--- src/sit_pkg.sv ---
// Shared types and constants for the sorted insert table.
package sit_pkg;

    localparam int DATA_WIDTH   = 32;
    localparam int IDX_W        = 5;
    localparam int DEF_CAPACITY = 16;

    typedef enum logic [1:0] {
        OP_INSERT_AT     = 2'd0,
        OP_SORTED_INSERT = 2'd1,
        OP_FIND          = 2'd2,
        OP_READ          = 2'd3
    } op_t;

    typedef enum logic [1:0] {
        ST_OK    = 2'd0,
        ST_FULL  = 2'd1,
        ST_RANGE = 2'd2
    } status_t;

    typedef struct packed {
        op_t                           op;
        logic signed [DATA_WIDTH-1:0]  value;
        logic [IDX_W-1:0]              position;
    } req_t;

    typedef struct packed {
        logic [IDX_W-1:0]              index_found;
        logic signed [DATA_WIDTH-1:0]  read_data;
        logic [IDX_W-1:0]              fill_count;
        status_t                       status;
    } rsp_t;

    typedef struct packed {
        logic load;
        logic shift;
        logic take_value;
        logic take_prev;
    } cell_ctrl_t;

endpackage

--- src/sit_cell.sv ---
// One table cell: a stored entry and a scan lane that shifts toward cell zero.
module sit_cell
    import sit_pkg::*;
(
    input  logic                          clk,
    input  cell_ctrl_t                    ctrl,
    input  logic signed [DATA_WIDTH-1:0]  value,
    input  logic signed [DATA_WIDTH-1:0]  prev_entry,
    input  logic signed [DATA_WIDTH-1:0]  next_lane,
    output logic signed [DATA_WIDTH-1:0]  entry,
    output logic signed [DATA_WIDTH-1:0]  lane
);

    logic signed [DATA_WIDTH-1:0] entry_reg, entry_next;
    logic signed [DATA_WIDTH-1:0] lane_reg, lane_next;

    always_comb
    begin
        entry_next = entry_reg;
        if (ctrl.take_value)
        begin
            entry_next = value;
        end
        else if (ctrl.take_prev)
        begin
            entry_next = prev_entry;
        end

        lane_next = lane_reg;
        if (ctrl.load)
        begin
            lane_next = entry_reg;
        end
        else if (ctrl.shift)
        begin
            lane_next = next_lane;
        end
    end

    always_ff @(posedge clk)
    begin
        entry_reg <= entry_next;
        lane_reg  <= lane_next;
    end

    assign entry = entry_reg;
    assign lane  = lane_reg;

endmodule

--- src/sorted_insert_table.sv ---
// Sorted insert table: a row of cells with a scan controller and a registered result word.
// A request word is taken only when idle. Inserts at a position and reads at or past the fill
// count finish in the first scan step; other reads scan to the position, searches to index_found,
// as the scan lane moves the stored entries past cell zero one cell per cycle. One request is
// in work at a time; its result waits in the hold register while the output one is occupied.
// Reset clears the fill count and the control state; entries hold no reset value and are
// never read before they are written, so there is no clearing pass.
module sorted_insert_table
    import sit_pkg::*;
#(
    parameter int CAPACITY = DEF_CAPACITY
)
(
    input  logic clk,
    input  logic rst_n,
    input  logic req_valid,
    output logic req_ready,
    input  req_t req,
    output logic rsp_valid,
    input  logic rsp_ready,
    output rsp_t rsp
);

    // The count must hold CAPACITY itself; comparisons against the request position
    // are done at the wider of the two widths.
    localparam int CNT_W = $clog2(CAPACITY + 1);
    localparam int CMP_W = (CNT_W > IDX_W) ? CNT_W : IDX_W;

    typedef enum logic [1:0] {
        S_IDLE,
        S_SCAN,
        S_HOLD
    } state_t;

    state_t                        state_reg, state_next;
    logic [CNT_W-1:0]              count_reg, count_next;
    logic [CNT_W-1:0]              k_reg, k_next;
    logic                          rsp_valid_reg, rsp_valid_next;

    op_t                           op_reg, op_next;
    logic signed [DATA_WIDTH-1:0]  x_reg, x_next;
    logic [IDX_W-1:0]              pos_reg, pos_next;
    rsp_t                          rsp_reg, rsp_next;
    rsp_t                          hold_reg, hold_next;

    logic                          accept;
    logic                          rsp_free;
    logic                          full;
    logic                          hit;
    logic                          done;
    logic                          shift;
    logic                          commit;
    logic [CMP_W-1:0]              commit_p;
    logic [CMP_W-1:0]              cnt_c;
    logic [CMP_W-1:0]              pos_c;
    logic [CMP_W-1:0]              k_c;
    rsp_t                          res;

    cell_ctrl_t                    ctrl_w  [CAPACITY];
    logic signed [DATA_WIDTH-1:0]  entry_w [CAPACITY];
    logic signed [DATA_WIDTH-1:0]  lane_w  [CAPACITY];

    assign req_ready = (state_reg == S_IDLE);
    assign accept    = req_valid && req_ready;
    assign rsp_free  = !rsp_valid_reg || rsp_ready;
    assign full      = (count_reg == CNT_W'(CAPACITY));
    assign cnt_c     = CMP_W'(count_reg);
    assign pos_c     = CMP_W'(pos_reg);
    assign k_c       = CMP_W'(k_reg);

    // Cell zero's lane shows original entry k during the scan. One signed
    // comparator there serves the whole search.
    assign hit = (lane_w[0] >= x_reg);

    // Decide the current step of the scan. The table is changed only in the
    // cycle that finishes the operation, when the insert position is known.
    always_comb
    begin
        done     = 1'b0;
        shift    = 1'b0;
        commit   = 1'b0;
        commit_p = '0;
        res      = '{index_found: pos_reg, read_data: '0, fill_count: '0, status: ST_OK};

        if (state_reg == S_SCAN)
        begin
            case (op_reg)
                OP_INSERT_AT:
                begin
                    done     = 1'b1;
                    commit_p = pos_c;
                    if (full)
                    begin
                        res.status = ST_FULL;
                    end
                    else if (pos_c > cnt_c)
                    begin
                        res.status = ST_RANGE;
                    end
                    else
                    begin
                        commit = 1'b1;
                    end
                end
                OP_SORTED_INSERT, OP_FIND:
                begin
                    // Stop at the first entry not below the value, or past the
                    // last valid entry; the step count is then the slot.
                    if ((k_reg == count_reg) || hit)
                    begin
                        done            = 1'b1;
                        res.index_found = IDX_W'(k_reg);
                        commit_p        = k_c;
                        if (op_reg == OP_SORTED_INSERT)
                        begin
                            if (full)
                            begin
                                res.status = ST_FULL;
                            end
                            else
                            begin
                                commit = 1'b1;
                            end
                        end
                    end
                    else
                    begin
                        shift = 1'b1;
                    end
                end
                OP_READ:
                begin
                    if (pos_c >= cnt_c)
                    begin
                        done       = 1'b1;
                        res.status = ST_RANGE;
                    end
                    else if (k_c == pos_c)
                    begin
                        done          = 1'b1;
                        res.read_data = lane_w[0];
                    end
                    else
                    begin
                        shift = 1'b1;
                    end
                end
                default:
                begin
                    done = 1'b1;
                end
            endcase
        end

        res.fill_count = IDX_W'(count_reg + CNT_W'(commit));
    end

    // Next state, counters and the result registers. A finished result waits in
    // the hold register while the output register is still occupied.
    always_comb
    begin
        state_next     = state_reg;
        count_next     = count_reg + CNT_W'(commit);
        k_next         = k_reg;
        rsp_valid_next = rsp_valid_reg && !rsp_ready;
        op_next        = op_reg;
        x_next         = x_reg;
        pos_next       = pos_reg;
        rsp_next       = rsp_reg;
        hold_next      = hold_reg;

        case (state_reg)
            S_IDLE:
            begin
                if (accept)
                begin
                    state_next = S_SCAN;
                    k_next     = '0;
                    op_next    = req.op;
                    x_next     = req.value;
                    pos_next   = req.position;
                end
            end
            S_SCAN:
            begin
                if (shift)
                begin
                    k_next = k_reg + CNT_W'(1);
                end
                if (done)
                begin
                    if (rsp_free)
                    begin
                        rsp_next       = res;
                        rsp_valid_next = 1'b1;
                        state_next     = S_IDLE;
                    end
                    else
                    begin
                        hold_next  = res;
                        state_next = S_HOLD;
                    end
                end
            end
            S_HOLD:
            begin
                if (rsp_free)
                begin
                    rsp_next       = hold_reg;
                    rsp_valid_next = 1'b1;
                    state_next     = S_IDLE;
                end
            end
            default:
            begin
                state_next = S_IDLE;
            end
        endcase
    end

    always_ff @(posedge clk or negedge rst_n)
    begin
        if (!rst_n)
        begin
            state_reg     <= S_IDLE;
            count_reg     <= '0;
            k_reg         <= '0;
            rsp_valid_reg <= 1'b0;
        end
        else
        begin
            state_reg     <= state_next;
            count_reg     <= count_next;
            k_reg         <= k_next;
            rsp_valid_reg <= rsp_valid_next;
        end
    end

    always_ff @(posedge clk)
    begin
        op_reg   <= op_next;
        x_reg    <= x_next;
        pos_reg  <= pos_next;
        rsp_reg  <= rsp_next;
        hold_reg <= hold_next;
    end

    assign rsp_valid = rsp_valid_reg;
    assign rsp       = rsp_reg;

    // The cell row. On an insert, the cell at the position takes the value and
    // every valid cell above it takes its lower neighbor's entry. The lanes are
    // loaded from the entries when a word is accepted and then shift down.
    for (genvar i = 0; i < CAPACITY; i++)
    begin : g_cell
        logic signed [DATA_WIDTH-1:0] prev_entry;
        logic signed [DATA_WIDTH-1:0] next_lane;

        if (i == 0)
        begin : g_first
            assign prev_entry = x_reg;
        end
        else
        begin : g_inner
            assign prev_entry = entry_w[i-1];
        end

        if (i == CAPACITY - 1)
        begin : g_last
            assign next_lane = '0;
        end
        else
        begin : g_body
            assign next_lane = lane_w[i+1];
        end

        assign ctrl_w[i] = '{
            load:       accept,
            shift:      shift,
            take_value: commit && (commit_p == CMP_W'(i)),
            take_prev:  commit && (commit_p < CMP_W'(i)) && (CMP_W'(i) <= cnt_c)
        };

        sit_cell u_cell (
            .clk        (clk),
            .ctrl       (ctrl_w[i]),
            .value      (x_reg),
            .prev_entry (prev_entry),
            .next_lane  (next_lane),
            .entry      (entry_w[i]),
            .lane       (lane_w[i])
        );
    end

    // An insert is only ever made into a table with room left.
    a_commit_not_full: assert property (@(posedge clk) disable iff (!rst_n)
        commit |-> !full)
        else $error("insert committed into a full table");

    // Each committed insert raises the fill count by exactly one.
    a_count_step: assert property (@(posedge clk) disable iff (!rst_n)
        commit |=> (count_reg == $past(count_reg) + CNT_W'(1)))
        else $error("fill count did not step after an insert");

    // The scan never moves past the last valid entry.
    a_scan_bound: assert property (@(posedge clk) disable iff (!rst_n)
        shift |-> (k_reg < count_reg))
        else $error("scan ran past the fill count");

    // A result that waits for the output register is moved out before a new word is taken.
    a_hold_blocks: assert property (@(posedge clk) disable iff (!rst_n)
        (state_reg == S_HOLD) |-> !req_ready)
        else $error("request taken while a result is held");

endmodule

--- config.mk ---
export PLATFORM = sky130hd
export DESIGN_NAME = sorted_insert_table
export DESIGN_NICKNAME = d
export VERILOG_FILES = /design/src/sit_pkg.sv /design/src/sit_cell.sv /design/src/sorted_insert_table.sv
export SDC_FILE = /design/constraint.sdc
export NUM_CORES = 2
export LEC_CHECK = 0
export ABC_AREA = 0
export BUFFER_PORTS_ARGS = -buffer_cell sky130_fd_sc_hd__buf_2
export CORE_ASPECT_RATIO = 1.25
export CORE_UTILIZATION = 63
export DETAILED_ROUTE_END_ITERATION = 8
export MAX_ROUTING_LAYER = met4
export PLACE_DENSITY = 0.9
export SYNTH_ARGS = -nofsm -noshare
export SYNTH_HDL_FRONTEND = slang
export SYNTH_SLANG_ARGS = --single-unit
--- constraint.sdc ---
create_clock -name clk -period 14 [get_ports clk]
set_input_delay 0.7 -clock clk [delete_from_list [all_inputs] [get_ports clk]]
set_output_delay 0.7 -clock clk [all_outputs]
set_load 0.02 [all_outputs]
==> impl_metrics.json <==
{
  "fin_skew_ns": 0.0417,
  "slowest_delay_ns": 0.90,
  "grt-ovfl-total": 0,
  "dp_cells": 4741,
  "cp_cell_sequence": "inv_1 > ha_1 > nand4_1 > nor4_2 > a22oi_1 > and3_1 > a2111oi_4 > a21o_1 > and3b_1 > or2_4 > buf_4 > buf_4",
  "yosysWarnings": 0,
  "synth_fp_nets": 3845,
  "p_total_w": 0.0110,
  "num_vias": 30600,
  "worstPathMaxFanout": 76,
  "status": "complete, no violations",
  "synth.distinct_cells": 72,
  "synthCells": 3755,
  "fin_crit_ns": 6.42,
  "ys_seq_area_share_pct": 69.5,
  "grt_antenna_before_repair": 2,
  "maxCapViolCount": 0,
  "clock_latency_ns": 0.72,
  "p_leak_nw": 21.3,
  "clkTransAtPathRegs_ns": 0.06,
  "io_buffers": 88,
  "die_width_um": 255,
  "cts_buffer_depth": 3,
  "layoutNonFillerInstCount": 4939,
  "cp-end-kind": "flip-flop",
  "cts_root_buf": "clkbuf_16",
  "grt_pass1_wl_mm": 181,
  "ant_nets": 0,
  "synth_area_sq_um": 50200,
  "start_util_pct": 63.7,
  "clock_sinks": 1164,
  "layout_setup_ws_ns": 7.58,
  "cts_tree": "done",
  "synth.avg_cell_area_sq_um": 13.4,
  "dr.pass1.iters": 6,
  "hpwl_mm": 66.9,
  "gp_congestion": 0.876,
  "p_per_area_nw_per_um2": 200,
  "dpl_worst_slack_ns": 7.79,
  "cts-htree-levels": 3,
  "cts_buffers": 107,
  "hp-class": "in2reg",
  "wire_per_inst_um": 24.2,
  "fmax_mhz": 156,
  "worstSetupStartpointType": "flip-flop",
  "async_flop_share_pct": 1.12,
  "slew_headroom_pct": 7.81,
  "ir_drop_mv": 0.218,
  "routed_via_density": 6.19,
  "route.detailed.drc": 0,
  "arrival_ns": 6.72,
  "synth-main-ff-cell": "edfxtp_1",
  "drtIter0Drc": 3751,
  "slew_violations": 0,
  "core_sq_um": 78900,
  "worstMarginPinSlew_ns": 1.38,
  "die_h_um": 318,
  "num_rows": 115,
  "path_class": "reg2reg",
  "synthToLayoutAreaGrowth_pct": 9.54,
  "fin_tns_setup_ns": 0,
  "grt_setup_unrepaired": "no",
  "fin_nets": 3888,
  "cp.required_ns": 14.30,
  "crit_top_cell": "buf_4",
  "synth_seq_cells": 1164,
  "grt.total_usage_pct": 30.7,
  "grt_max_degree": 205,
  "final_hold_viol_count": 0,
  "synth_edf_count": 1151,
  "layout-drive-gt1-share_pct": 18.9,
  "pin_count": 89,
  "first_global_vias": 31200,
  "die_area_sq_um": 80800,
  "critPathSlowestCell": "buf_4",
  "finalCritPeriodShare_pct": 45.9,
  "drt_wl_total_mm": 120,
  "setup_viol": 0
}
## worst max-delay path: cells and delay by family (launching register included)
family | cells | cell delay, ns
and+or+nand+nor | 5 | 1.86
DFF | 1 | 0.74
adders and majority gates | 1 | 0.43
buffers and inverters | 3 | 1.78
AOI/OAI and AO/OA | 3 | 1.06
## placed cells by master, fill, tap and decap left out, types with 4 or more instances in the layout
| cell | netlist | layout |
|---|---|---|
| nand2b_1 | 7 | 6 |
| dfrtp_1 | 13 | 13 |
| mux2_4 | 63 | 63 |
| nand4_1 | 8 | 8 |
| nor2_1 | 11 | 9 |
| nor2b_1 | 6 | 6 |
| clkinv_2 | 0 | 19 |
| buf_2 | 24 | 88 |
| o221ai_1 | 4 | 4 |
| clkinv_1 | 1 | 28 |
| buf_4 | 17 | 60 |
| clkbuf_1 | 162 | 21 |
| o21ai_0 | 21 | 18 |
| nor3_1 | 4 | 4 |
| a21oi_1 | 22 | 21 |
| o21a_1 | 6 | 6 |
| xnor2_1 | 8 | 8 |
| and2_1 | 39 | 37 |
| mux2_1 | 131 | 131 |
| inv_1 | 51 | 51 |
| a31oi_1 | 5 | 4 |
| bufinv_16 | 0 | 8 |
| edfxtp_1 | 1151 | 1151 |
| inv_6 | 0 | 4 |
| ha_1 | 47 | 46 |
| mux2_2 | 329 | 329 |
| nand3_1 | 15 | 15 |
| a31o_2 | 4 | 4 |
| clkbuf_16 | 0 | 107 |
| xor2_1 | 5 | 5 |
| a21o_1 | 5 | 5 |
| and3_1 | 41 | 39 |
| nand2_1 | 1478 | 1477 |
## layer usage
layer  routed length, um  part of all wire [%]  track usage [%]  vias up
met2               60400                    50             49.9     1844
met1               42400                    35             37.2    15100
met4                6150                   5.1             15.5        0
met5                   0                     0                -        -
li1                    -                     -                -    13200
met3               10700                   8.9             4.65      409
## timing repair
item,CTS,global route
buffers inserted,0,0
resized for setup,0,0
endpoints found under the setup margin,0,0
hold endpoints to repair,13,0
hold buffers,1,0
## through the flow
| stage | area, sq um | util, % | hold WS, ns |
|---|---|---|---|
| after floorplan | 50200 | - | 0.404 |
| after global placement | 51600 | 65.5 | 0.494 |
| after detailed placement | 51600 | 65.5 | 0.500 |
| after CTS | 55000 | 69.8 | 0.148 |
| after global routing | 55000 | 69.8 | 0.157 |
| final | 55000 | 69.8 | 0.173 |
## power breakdown
| part | internal, W | switching (W) |
|---|---|---|
| logic | 0.000671 | 0.00186 |
| clock network | 0.00156 | 0.00131 |
| registers | 0.00525 | 0.000375 |
| total | 0.00748 | 0.00355 |
## logic make-up after synthesis
logic type | Yosys count | share of synthesized area (%)
adder cells (fa/ha/maj) | 47 | 1.17
AND/OR/NAND/NOR | 1634 | 13.0
buffers and inverters | 271 | 2.38
AO/OA/AOI/OAI | 100 | 1.45
multiplexers | 526 | 12.3
flip-flops | 1164 | 69.5
XOR/XNOR | 13 | 0.227
## path summary, 6_finish.rpt
kind	from	to	slack (ns)	cells past startpoint
max	g_cell[0].prev_entry[31]$_DFFE_PP_	g_cell[14].u_cell.lane[26]$_DFFE_PP_	7.58	12
min	req[13]	g_cell[0].prev_entry[8]$_DFFE_PP_	0.17	1
max reg2reg	g_cell[0].prev_entry[31]$_DFFE_PP_	g_cell[14].u_cell.lane[26]$_DFFE_PP_	7.58	12
min reg2reg	g_cell[1].u_cell.lane[20]$_DFFE_PP_	g_cell[0].u_cell.lane[20]$_DFFE_PP_	0.51	2
max in group asynchronous	rst_n	cnt_c[1]$_DFF_PN0_	13.32	2
min in group asynchronous	rst_n	k_c[0]$_DFFE_PN0P_	0.43	2
## layout make-up
cell class                      instances  area (sq um)
Sequential cell                      1164         34900
Fill cell                            4836         23800
Multi-Input combinational cell       2320         14300
Clock buffer                          128          2760
Tap cell                             1053          1320
Timing Repair Buffer                  152           961
Clock inverter                         67           593
Inverter                               53           206
Antenna cell                            2          5.00
## cell usage after synthesis (5+ instances only)
cell type	n	area, sq um
nand2_1	1478	5550
edfxtp_1	1151	34600
mux2_2	329	3700
clkbuf_1	162	608
mux2_1	131	1480
mux2_4	63	946
inv_1	51	191
ha_1	47	588
and3_1	41	257
and2_1	39	244
buf_2	24	120
a21oi_1	22	110
o21ai_0	21	105
buf_4	17	128
nand3_1	15	75.1
dfrtp_1	13	325
buf_6	11	124
nor2_1	11	41.3
nand4_1	8	50.1
xnor2_1	8	70.1
nand2b_1	7	43.8
nor2b_1	6	37.5
o21a_1	6	45.0
a21o_1	5	37.5
a31oi_1	5	31.3
xor2_1	5	43.8
(Power assumes the default switching activity.)
